### src/sts_pkg.sv
package sts_pkg;

  localparam int unsigned DataW = 8;
  localparam int unsigned TagW = 10;
  localparam int unsigned WordW = 32;
  localparam int unsigned OutDataW = 80;

  typedef enum logic [2:0] {
    PH_RECT    = 3'd0,
    PH_SKIPHDR = 3'd1,
    PH_TAGHDR  = 3'd2,
    PH_LONGLEN = 3'd3,
    PH_BODY    = 3'd4,
    PH_DONE    = 3'd5
  } phase_t;

  typedef enum logic [1:0] {
    EV_BITMAP    = 2'd0,
    EV_END       = 2'd1,
    EV_TRUNCATED = 2'd2
  } event_t;

  localparam logic [TagW-1:0] TagEnd    = 10'd0;
  localparam logic [TagW-1:0] TagShape1 = 10'd2;
  localparam logic [TagW-1:0] TagShape2 = 10'd22;
  localparam logic [TagW-1:0] TagShape3 = 10'd32;
  localparam logic [TagW-1:0] TagJpeg2  = 10'd21;
  localparam logic [TagW-1:0] TagJpeg3  = 10'd35;

  localparam logic [5:0] ShortLenLong = 6'h3f;
  localparam logic [4:0] FrameTrailBytes = 5'd4;

  typedef struct packed {
    logic [DataW-1:0] data_byte;
    logic             last_byte;
  } sts_byte_t;

  typedef struct packed {
    logic             shapes_seen;
    logic [WordW-1:0] body_length;
    logic [WordW-1:0] body_offset;
    logic [TagW-1:0]  tag_code;
    event_t           event_res;
  } sts_result_t;

  function automatic logic is_bitmap(input logic [TagW-1:0] code);
    return (code == TagJpeg2) || (code == TagJpeg3);
  endfunction

  function automatic logic is_shape(input logic [TagW-1:0] code);
    return (code == TagShape1) || (code == TagShape2) || (code == TagShape3);
  endfunction

endpackage

### src/sts_in_stage.sv
module sts_in_stage (
  input  logic              clk,
  input  logic              rst,
  input  logic              in_valid,
  output logic              in_ready,
  input  sts_pkg::sts_byte_t in_item,
  input  logic              advance_ready,
  output logic              item_valid,
  output logic              advance,
  output sts_pkg::sts_byte_t item
);
  import sts_pkg::*;

  logic      valid;
  sts_byte_t held;

  assign advance    = valid && advance_ready;
  assign in_ready   = !valid || advance_ready;
  assign item_valid = valid;
  assign item       = held;

  always_ff @(posedge clk) begin
    if (rst) begin
      valid <= 1'b0;
    end else if (in_ready) begin
      valid <= in_valid;
    end
  end

  always_ff @(posedge clk) begin
    if (in_valid && in_ready) begin
      held <= in_item;
    end
  end

endmodule

### src/sts_parser.sv
module sts_parser (
  input  logic                clk,
  input  logic                rst,
  input  logic                advance,
  input  sts_pkg::sts_byte_t  item,
  output logic                res_valid,
  output sts_pkg::sts_result_t res
);
  import sts_pkg::*;

  phase_t            phase, phase_next;
  logic [WordW-1:0]  skip_remaining, skip_remaining_next;
  logic [WordW-1:0]  header_shift, header_shift_next;
  logic [1:0]        header_bytes_got, header_bytes_got_next;
  logic [TagW-1:0]   current_tag, current_tag_next;
  logic              shape_flag, shape_flag_next;
  logic [WordW-1:0]  byte_position, byte_position_next;
  logic [WordW-1:0]  body_start, body_start_next;

  always_ff @(posedge clk) begin
    if (rst) begin
      phase            <= PH_RECT;
      skip_remaining   <= '0;
      header_shift     <= '0;
      header_bytes_got <= '0;
      current_tag      <= '0;
      shape_flag       <= 1'b0;
      byte_position    <= '0;
      body_start       <= '0;
    end else if (advance) begin
      phase            <= phase_next;
      skip_remaining   <= skip_remaining_next;
      header_shift     <= header_shift_next;
      header_bytes_got <= header_bytes_got_next;
      current_tag      <= current_tag_next;
      shape_flag       <= shape_flag_next;
      byte_position    <= byte_position_next;
      body_start       <= body_start_next;
    end
  end

  always_comb begin
    logic [DataW-1:0] b;
    logic [15:0]      hdr;
    logic [TagW-1:0]  code;
    logic [5:0]       slen;
    logic [5:0]       half_bits;
    logic [WordW-1:0] dec;
    logic             start_body;
    logic [WordW-1:0] start_len;
    logic             finish;
    logic             emit;

    b          = item.data_byte;
    hdr        = 16'd0;
    code       = '0;
    slen       = '0;
    half_bits  = '0;
    dec        = skip_remaining - WordW'(1);
    start_body = 1'b0;
    start_len  = '0;
    finish     = 1'b0;
    emit       = 1'b0;

    phase_next            = phase;
    skip_remaining_next   = skip_remaining;
    header_shift_next     = header_shift;
    header_bytes_got_next = header_bytes_got;
    current_tag_next      = current_tag;
    shape_flag_next       = shape_flag;
    byte_position_next    = byte_position + WordW'(1);
    body_start_next       = body_start;
    res                   = '{shapes_seen: 1'b0, body_length: '0, body_offset: '0,
                              tag_code: '0, event_res: EV_END};

    unique case (phase)
      PH_RECT: begin
        half_bits           = ({1'b0, b[7:3]} + 6'd1) >> 1;
        skip_remaining_next = WordW'(half_bits) + WordW'(FrameTrailBytes);
        phase_next          = PH_SKIPHDR;
      end
      PH_SKIPHDR: begin
        skip_remaining_next = dec;
        if (dec == '0) begin
          phase_next            = PH_TAGHDR;
          header_shift_next     = '0;
          header_bytes_got_next = '0;
        end
      end
      PH_TAGHDR: begin
        if (!header_bytes_got[0]) begin
          header_shift_next     = header_shift | WordW'(b);
          header_bytes_got_next = header_bytes_got + 2'd1;
        end else begin
          hdr                   = {b, header_shift[7:0]};
          code                  = hdr[15:6];
          slen                  = hdr[5:0];
          current_tag_next      = code;
          header_shift_next     = '0;
          header_bytes_got_next = '0;
          if (code == TagEnd) begin
            emit          = 1'b1;
            res.event_res = EV_END;
            phase_next    = PH_DONE;
          end else begin
            if (is_shape(code)) begin
              shape_flag_next = 1'b1;
            end
            if (slen == ShortLenLong) begin
              phase_next = PH_LONGLEN;
            end else begin
              start_body = 1'b1;
              start_len  = WordW'(slen);
            end
          end
        end
      end
      PH_LONGLEN: begin
        header_shift_next     = header_shift | (WordW'(b) << {header_bytes_got, 3'b000});
        header_bytes_got_next = header_bytes_got + 2'd1;
        if (header_bytes_got == 2'd3) begin
          header_bytes_got_next = '0;
          start_body            = 1'b1;
          start_len             = header_shift_next;
        end
      end
      PH_BODY: begin
        skip_remaining_next = dec;
        if (dec == '0) begin
          finish = 1'b1;
        end
      end
      PH_DONE: begin
      end
      default: begin
      end
    endcase

    if (start_body) begin
      body_start_next     = byte_position + WordW'(1);
      header_shift_next   = start_len;
      skip_remaining_next = start_len;
      phase_next          = PH_BODY;
      if (start_len == '0) begin
        finish = 1'b1;
      end
    end

    if (finish) begin
      if (is_bitmap(current_tag_next)) begin
        emit            = 1'b1;
        res.event_res   = EV_BITMAP;
        res.tag_code    = current_tag_next;
        res.body_offset = body_start_next;
        res.body_length = header_shift_next;
        phase_next      = PH_DONE;
      end else begin
        phase_next            = PH_TAGHDR;
        header_shift_next     = '0;
        header_bytes_got_next = '0;
      end
    end

    res.shapes_seen = shape_flag_next;

    if (item.last_byte) begin
      if (!emit && phase_next != PH_DONE) begin
        emit          = 1'b1;
        res.event_res = EV_TRUNCATED;
      end
      phase_next            = PH_RECT;
      skip_remaining_next   = '0;
      header_shift_next     = '0;
      header_bytes_got_next = '0;
      current_tag_next      = '0;
      shape_flag_next       = 1'b0;
      byte_position_next    = '0;
      body_start_next       = '0;
    end

    res_valid = advance && emit;
  end

endmodule

### src/sts_out_stage.sv
module sts_out_stage (
  input  logic                 clk,
  input  logic                 rst,
  input  logic                 load,
  input  sts_pkg::sts_result_t load_res,
  output logic                 can_load,
  output logic                 out_valid,
  input  logic                 out_ready,
  output sts_pkg::sts_result_t out_res
);
  import sts_pkg::*;

  logic        valid;
  sts_result_t held;

  assign can_load  = !valid || out_ready;
  assign out_valid = valid;
  assign out_res   = held;

  always_ff @(posedge clk) begin
    if (rst) begin
      valid <= 1'b0;
    end else if (load) begin
      valid <= 1'b1;
    end else if (out_ready) begin
      valid <= 1'b0;
    end
  end

  always_ff @(posedge clk) begin
    if (load) begin
      held <= load_res;
    end
  end

endmodule

### src/swf_tag_stream_scanner_unit.sv
// Channel   Direction  Transaction      Fields
// s_axis    in         one stream byte  tdata: data_byte; tlast: last_byte
// m_axis    out        one report       tuser: event_res; tdata: tag_code, body_offset,
//                                               body_length, shapes_seen
//
// One byte per cycle sustained while reports are taken; a report passes through the input
// register and then the report register after its byte is taken; the parser state
// updates once per byte between them.
// rst clears all control state; the parser rearms on every byte marked tlast.
// A stalled report holds the byte pipeline; one further byte is buffered meanwhile.
module swf_tag_stream_scanner_unit (
  input  logic        clk,
  input  logic        rst,
  input  logic        s_axis_tvalid,
  output logic        s_axis_tready,
  input  logic [7:0]  s_axis_tdata,   // [7:0] data_byte
  input  logic        s_axis_tlast,
  output logic        m_axis_tvalid,
  input  logic        m_axis_tready,
  output logic [79:0] m_axis_tdata,   // [9:0] tag_code, [41:10] body_offset,
                                      // [73:42] body_length, [74] shapes_seen,
                                      // [79:75] zero
  output logic [1:0]  m_axis_tuser    // [1:0] event_res
);
  import sts_pkg::*;

  sts_byte_t   in_item;
  sts_byte_t   item;
  logic        item_valid;
  logic        advance;
  logic        can_load;
  logic        res_valid;
  sts_result_t res;
  sts_result_t out_res;

  assign in_item = '{data_byte: s_axis_tdata, last_byte: s_axis_tlast};

  sts_in_stage u_in (
    .clk          (clk),
    .rst          (rst),
    .in_valid     (s_axis_tvalid),
    .in_ready     (s_axis_tready),
    .in_item      (in_item),
    .advance_ready(can_load),
    .item_valid   (item_valid),
    .advance      (advance),
    .item         (item)
  );

  sts_parser u_parser (
    .clk      (clk),
    .rst      (rst),
    .advance  (advance),
    .item     (item),
    .res_valid(res_valid),
    .res      (res)
  );

  sts_out_stage u_out (
    .clk      (clk),
    .rst      (rst),
    .load     (res_valid),
    .load_res (res),
    .can_load (can_load),
    .out_valid(m_axis_tvalid),
    .out_ready(m_axis_tready),
    .out_res  (out_res)
  );

  assign m_axis_tdata = {5'b00000, out_res.shapes_seen, out_res.body_length,
                         out_res.body_offset, out_res.tag_code};
  assign m_axis_tuser = out_res.event_res;

  a_non_bitmap_zero: assert property (@(posedge clk) disable iff (rst)
    (m_axis_tvalid && out_res.event_res != EV_BITMAP) |->
      (out_res.tag_code == '0 && out_res.body_offset == '0 && out_res.body_length == '0))
    else $error("end or truncation report carries tag data");

  a_bitmap_code: assert property (@(posedge clk) disable iff (rst)
    (m_axis_tvalid && out_res.event_res == EV_BITMAP) |->
      (out_res.tag_code == TagJpeg2 || out_res.tag_code == TagJpeg3))
    else $error("bitmap report with non-bitmap tag code");

  a_held_byte_kept: assert property (@(posedge clk) disable iff (rst)
    (item_valid && !advance) |=> (item_valid && $stable(item)))
    else $error("buffered byte lost while report stalled");

endmodule
### config.mk
export PLATFORM = sky130hd
export DESIGN_NAME = swf_tag_stream_scanner_unit
export DESIGN_NICKNAME = d
export VERILOG_FILES = /design/src/sts_pkg.sv /design/src/sts_in_stage.sv /design/src/sts_parser.sv /design/src/sts_out_stage.sv /design/src/swf_tag_stream_scanner_unit.sv
export SDC_FILE = /design/constraint.sdc
export NUM_CORES = 1
export LEC_CHECK = 0
export BUFFER_PORTS_ARGS = -buffer_cell sky130_fd_sc_hd__buf_2
export CORE_MARGIN = 5
export CORE_UTILIZATION = 31
export CTS_CLUSTER_DIAMETER = 150
export DETAILED_ROUTE_END_ITERATION = 10
export SKIP_LAST_GASP = 1
export SYNTH_ARGS = -nofsm -noshare
export SYNTH_HDL_FRONTEND = slang
export SYNTH_HIERARCHICAL = 1
export SYNTH_SLANG_ARGS = --single-unit
### constraint.sdc
create_clock -name clk -period 10.1 [get_ports clk]
set_clock_uncertainty 0.15 [all_clocks]
set_input_delay 1.01 -clock clk [delete_from_list [all_inputs] [get_ports clk]]
set_output_delay 1.01 -clock clk [all_outputs]
set_load 0.02 [all_outputs]
==> impl_metrics.tcl, run 1 <==
set metrics [dict create \
    drc 0 \
    finalSetupViolCount 0 \
    nNetsFinal 1465 \
    yosysTopAreaCell "dfxtp_1" \
    multi_input_area_sq_um 6020 \
    hold_viol_final 0 \
    clk_latency_ps 540 \
    finalMaxSlewViolations 0 \
    syn_area_sq_um 12130 \
    cts_inserted_buffers 27 \
    arrival_ps 5370 \
    fillCellCount 3985 \
    synth_cell_types 82 \
    drt_iter0_drc 1072 \
    route.final.wire_length_mm 35.57 \
    ctsResizeCount 0 \
    drive_above_1_share_pct 13.85 \
    ys_warn_count 6 \
    worst_pin_slew_ps 1306 \
    setup_slack_ps 4724 \
    yosys-top-cells-area "dfxtp_1, edfxtp_1, nor2_1, a21oi_1, a22oi_1" \
    syn2layout_area_growth_pct 13.04 \
    ys.flop_type "dfxtp_1" \
    grt_usage_pct 15.66 \
    cts_sinks 232 \
    grt_max_degree 76 \
    wl_per_cell_microns 17.93 \
    leakage_nw 4.616 \
    synth_area_per_cell_sq_um 8.521 \
    drt_first_pass_iters 6 \
    dp_hpwl_mm 23.91 \
    ys_ff_latch 232 \
    clk_pin_slew_ps 60 \
    holdWs_ps 334.4 \
    fmax_mhz 186.0 \
    register_area_sq_um 5505 \
    grt_overflow 0 \
    ir_drop_mv 0.09639 \
    port_buffers 91 \
    start_kind "register" \
    htree_levels 1 \
    post_cts.repair.setup_buffers 0 \
    dr_total_vias 10797 \
    crit_start "u_parser/skip_remaining[0]" \
    die_y_microns 207.8 \
    tns_ps 0 \
    rsz0062_at_grt "false" \
    async_reset_ff_share_pct 0 \
    maxCapViolCount 0 \
    synth_top_area_share_pct 24.10 \
    ctsHoldBuffers 0 \
    std_cell_rows 72 \
    min_period_over_period_pct 53.23 \
    die_area_sq_um 43170 \
    post-place-ws_ps 4759 \
    syn_inst 1423 \
    hold_class "reg2reg" \
    dieWidth_microns 207.8 \
    r2r_start "u_parser/skip_remaining[0]" \
    cts_root_buf "clkbuf_16" \
    yosysSeqAreaShare_pct 45.40 \
    antenna_cells 0 \
    worst-path-max-fanout 71 \
    crit_path_end_kind "register" \
    antenna_found_initial 0 \
    outcome "complete, no violations" \
    slew_headroom_pct 12.74 \
    finalNonFillerCells 1984 \
    clk_path_buf_depth 3 \
    worstPathRequired_ps 10090 \
    worstSetupPathType "reg2reg" \
    hp-start "u_parser/body_start[7]" \
    gp_congestion 0.9106 \
    period_needed_ps 5376 \
    cts_tree "done" \
    grt_pass1_vias 10144 \
    power_density_nw_per_um2 150.9 \
    grt_pass1_wl_mm 56.86 \
    core_region_area_sq_um 38650 \
    vias_per_cell 5.442 \
    start_util_pct 31.37 \
    dp.cells 1934 \
    synth_edf_count 86 \
    ioPinCount 97 \
    detail-route-antenna-nets 0 \
]
## cells in the final DEF, fill, tap and decap left out, types with 15 or more instances in the layout
cell / netlist / layout
nand4_1: 15 / 15
a22oi_1: 60 / 60
inv_1: 37 / 37
nand3_1: 30 / 30
buf_2: 16 / 90
o22ai_1: 27 / 27
o21ai_0: 61 / 60
dfxtp_1: 146 / 146
edfxtp_1: 86 / 86
and3_1: 18 / 18
nand2_1: 89 / 89
a211oi_2: 23 / 23
buf_4: 11 / 15
nor4_1: 24 / 24
nor2_1: 264 / 263
clkbuf_16: 0 / 27
xor2_1: 18 / 18
a21oi_1: 138 / 138
xnor2_1: 37 / 37
nor3_1: 32 / 32
## metal layers
metal	vias to the layer above	share of wire (%)	global-route usage, %
met5	-	0	0
met4	0	2.4	3.851
met3	68	5.7	2.161
met2	388	47	25.97
met1	5195	45	21.70
li1	5146	-	-
## where the power goes
group / total, mW / switching (mW) / leakage [nW] / internal [mW]
logic: 0.169 / 0.116 / 2.20 / 0.0533
registers: 0.997 / 0.0192 / 2.03 / 0.978
clock network: 0.901 / 0.392 / 0.386 / 0.509
## state kept, by name, indices dropped and copies added, names as in the netlist
register	cells
u_parser/body_start	32
u_out/out_res	77
u_parser/shape_flag	1
u_parser/header_bytes_got	2
u_in/item_valid	1
u_parser/header_shift	32
u_parser/current_tag	10
u_parser/byte_position	32
u_parser/phase	3
u_parser/skip_remaining	32
u_in/item	9
u_out/out_valid	1
## stage by stage
| stage | util [%] | instance area, sq um | power, mW |
|---|---|---|---|
| floorplan | - | 12160 | 1.138 |
| global placement | 33.33 | 12880 | 1.185 |
| detailed placement | 33.33 | 12880 | 1.185 |
| CTS | 35.47 | 13710 | 2.094 |
| global route | 35.47 | 13710 | 2.150 |
| finish | 35.47 | 13710 | 2.068 |
## cell families (layout without fill, tap and decap cells)
| group | count (synthesis) | count (layout) | synth area share (%) |
|---|---|---|---|
| DFF | 232 | 232 | 45.40 |
| other | 2 | 10 | 0.06194 |
| adders and majority gates | 7 | 7 | 0.7223 |
| xor gates and xnor gates | 55 | 55 | 3.973 |
| buffers and inverters | 159 | 194 | 5.490 |
| muxes | 4 | 4 | 0.3405 |
| and+or+nand+nor | 562 | 562 | 22.24 |
| AOI/OAI and AO/OA | 402 | 402 | 21.77 |
## synthesized netlist by cell type (6+ instances only)
cell        n
nor3_1     32
and2_1     11
and4_1      7
a211oi_2   23
nand4_1    15
and3_1     18
nand3_1    30
a21o_1      6
a211oi_1    6
a21oi_1   138
o22ai_1    27
inv_1      37
buf_2      16
nor2b_1     7
xnor2_1    37
nand2_1    89
dfxtp_1   146
nand2b_1   12
nor4_1     24
or3_1      14
edfxtp_1   86
nor3_2      7
nor2_1    264
clkbuf_1   87
o21ai_1    10
buf_4      11
ha_1        7
o21ai_0    61
a22oi_1    60
a31oi_1    15
xor2_1     18
## area by class of cell
class | count | share of cell area (%)
well taps | 518 | 4.728
clock inverters | 16 | 0.7485
multi-input cells | 1040 | 43.92
clock buffers | 34 | 5.267
inverters | 39 | 1.068
flip-flops and latches | 232 | 40.16
repair buffers | 105 | 4.108
## critical path, stage by stage (launching register included)
cell and delay, ps:
dfxtp_1 370, inv_1 100, ha_1 250, nor4b_1 370, nand4_2 300, a2111o_1 430
a21oi_1 150, a21oi_1 100, or4_4 620, o22ai_4 240, nand2_4 510, a31oi_4 530
buf_4 720
## worst paths after layout
kind | endpoint | slack [ps] | cells past startpoint
max | u_out/out_res[2] | 4720 | 12
max reg2reg | u_out/out_res[2] | 4720 | 12
min | u_parser/body_start[7] | 330 | 2
min reg2reg | u_parser/body_start[7] | 330 | 2
Note: power is estimated with default switching activity, not from simulation.
==> run 2, diff against run 1 <==
- clock period: 10.1 -> 4.46 ns (I/O delays scaled with it)
==> impl_metrics.tcl, run 2 (synthesized netlist as in run 1, its figures left out) <==
set metrics [dict create \
    outcome "complete, no violations" \
    rsz0062_at_grt "false" \
    cts_tree "done" \
    clk_latency_ps 530 \
    register_area_sq_um 5508 \
    maxCapViolCount 0 \
    multi_input_area_sq_um 6106 \
    drive_above_1_share_pct 16.37 \
    leakage_nw 4.856 \
    start_util_pct 31.37 \
    dp.cells 1963 \
    dr_total_vias 10892 \
    finalNonFillerCells 2021 \
    most-common-layout-cells "nor2_1, dfxtp_1, a21oi_1" \
    route.final.wire_length_mm 37.46 \
    clk_pin_slew_ps 60 \
    cts_root_buf "clkbuf_16" \
    setup_slack_ps 384.8 \
    die_y_microns 207.8 \
    worst_pin_slew_ps 1189 \
    worstPathRequired_ps 4520 \
    final_common_cell "nor2_1" \
    tns_ps 0 \
    worst-path-max-fanout 23 \
    start_kind "register" \
    vias_per_cell 5.389 \
    finalMaxSlewViolations 0 \
    core_region_area_sq_um 38650 \
    antenna_cells 0 \
    drt_first_pass_iters 5 \
    finalSetupViolCount 0 \
    dp_hpwl_mm 25.75 \
    htree_levels 1 \
    post-place-ws_ps 300.1 \
    post_cts.repair.setup_buffers 0 \
    arrival_ps 4130 \
    nNetsFinal 1503 \
    ioPinCount 97 \
    worstSetupPathType "reg2reg" \
    p_sw_mw 1.232 \
    largest_reg_flops 77 \
    swShare_pct 25.42 \
    ir_drop_mv 0.2574 \
    cts_sinks 232 \
    drc 0 \
    hold_class "in2reg" \
    fillCellCount 3993 \
    port_buffers 91 \
    final_area_sq_um 14180 \
    slew_headroom_pct 20.73 \
    clk_path_buf_depth 3 \
    grt_pass1_vias 10576 \
    drt_iter0_drc 982 \
    pwr-share-comb_pct 9.1 \
    syn2layout_area_growth_pct 16.96 \
    p_seq_share_pct 46.2 \
    grt_usage_pct 16.60 \
    p_int_mw 3.616 \
    std_cell_rows 72 \
    wl_per_cell_microns 18.53 \
    post_dp_cell_area_sq_um 13200 \
    fmax_mhz 245.4 \
    grt_overflow 0 \
    r2r_start "u_parser/skip_remaining[4]" \
    dieWidth_microns 207.8 \
    detail-route-antenna-nets 0 \
    cts_inserted_buffers 26 \
    hold_viol_final 0 \
    power_density_nw_per_um2 341.9 \
    period_needed_ps 4075 \
    gp_congestion 0.9526 \
    crit_path_end_kind "register" \
    antenna_found_initial 0 \
    hp-start "m_axis_tready" \
    grt_pass1_wl_mm 59.43 \
    die_area_sq_um 43170 \
    min_period_over_period_pct 91.37 \
    crit_start "u_parser/skip_remaining[4]" \
    clkPwrFrac_pct 44.7 \
    grt_max_degree 102 \
]
run 2: cell types whose count changed in the layout (fill, tap and decap cells not counted), sizes merged:
cell / previous run / this run
bufinv: 0 / 2
clkinv: 7 / 8
clkinvlp: 6 / 5
dlygate4sd3: 0 / 10
buf: 105 / 134
inv: 42 / 39
clkbuf: 34 / 33
run 2: routing by layer:
metal  share of wire (%)  GRT usage, %
met5                   0             0
met4                 3.8         5.934
met2                  45         26.52
met3                 5.9         2.690
met1                  45         22.83
run 2: cell type report:
| cell class | count | area share [%] |
|---|---|---|
| Inverter | 39 | 1.032 |
| Clock buffer | 33 | 5.055 |
| Multi-Input combinational cell | 1040 | 43.05 |
| Sequential cell | 232 | 38.84 |
| Clock inverter | 15 | 1.067 |
| Timing Repair Buffer | 144 | 6.387 |
| Tap cell | 518 | 4.570 |
run 2: worst max-delay path, cell delays in order (launching register included):
cell and delay, ps:
dfxtp_1 430, nor3_4 510, nand4_4 270, o31a_1 350
nor4_1 270, nand4_1 210, nor4_1 400, buf_4 200
or2_1 130, o21ai_0 190, a31oi_4 290, buf_4 340
run 2: power groups by stage:
stage / combinational (mW) / clock (mW) / sequential, mW
after global routing: 0.482 / 2.31 / 2.24
after detailed placement: 0.429 / 0 / 2.28
after floorplan: 0.293 / 0 / 2.29
final: 0.442 / 2.17 / 2.24
after global placement: 0.431 / 0 / 2.28
after CTS: 0.439 / 2.22 / 2.24
run 2: final timing paths:
check | endpoint | slack (ps) | cells past startpoint
worst max-delay path | u_out/out_res[55] | 380 | 11
worst min-delay path | u_out/out_valid | 50 | 3
worst max register to register | u_out/out_res[55] | 380 | 11
worst min register to register | u_parser/body_start[10] | 340 | 2
run 2: through the flow:
step	utilization, %	total power [mW]	hold WS, ps
6_report	36.70	4.849	52.51
4_1_cts	36.66	4.899	26.40
2_1_floorplan	-	2.584	299.2
3_3_place_gp	34.15	2.715	312.0
5_1_grt	36.70	5.034	35.58
3_5_place_dp	34.15	2.714	324.3
run 2: what timing repair did:
item | in CTS | in global routing
endpoints found under the hold margin | 10 | 0
endpoints found under the setup margin | 0 | 45
hold buffers | 10 | 0
gates resized for setup | 0 | 2
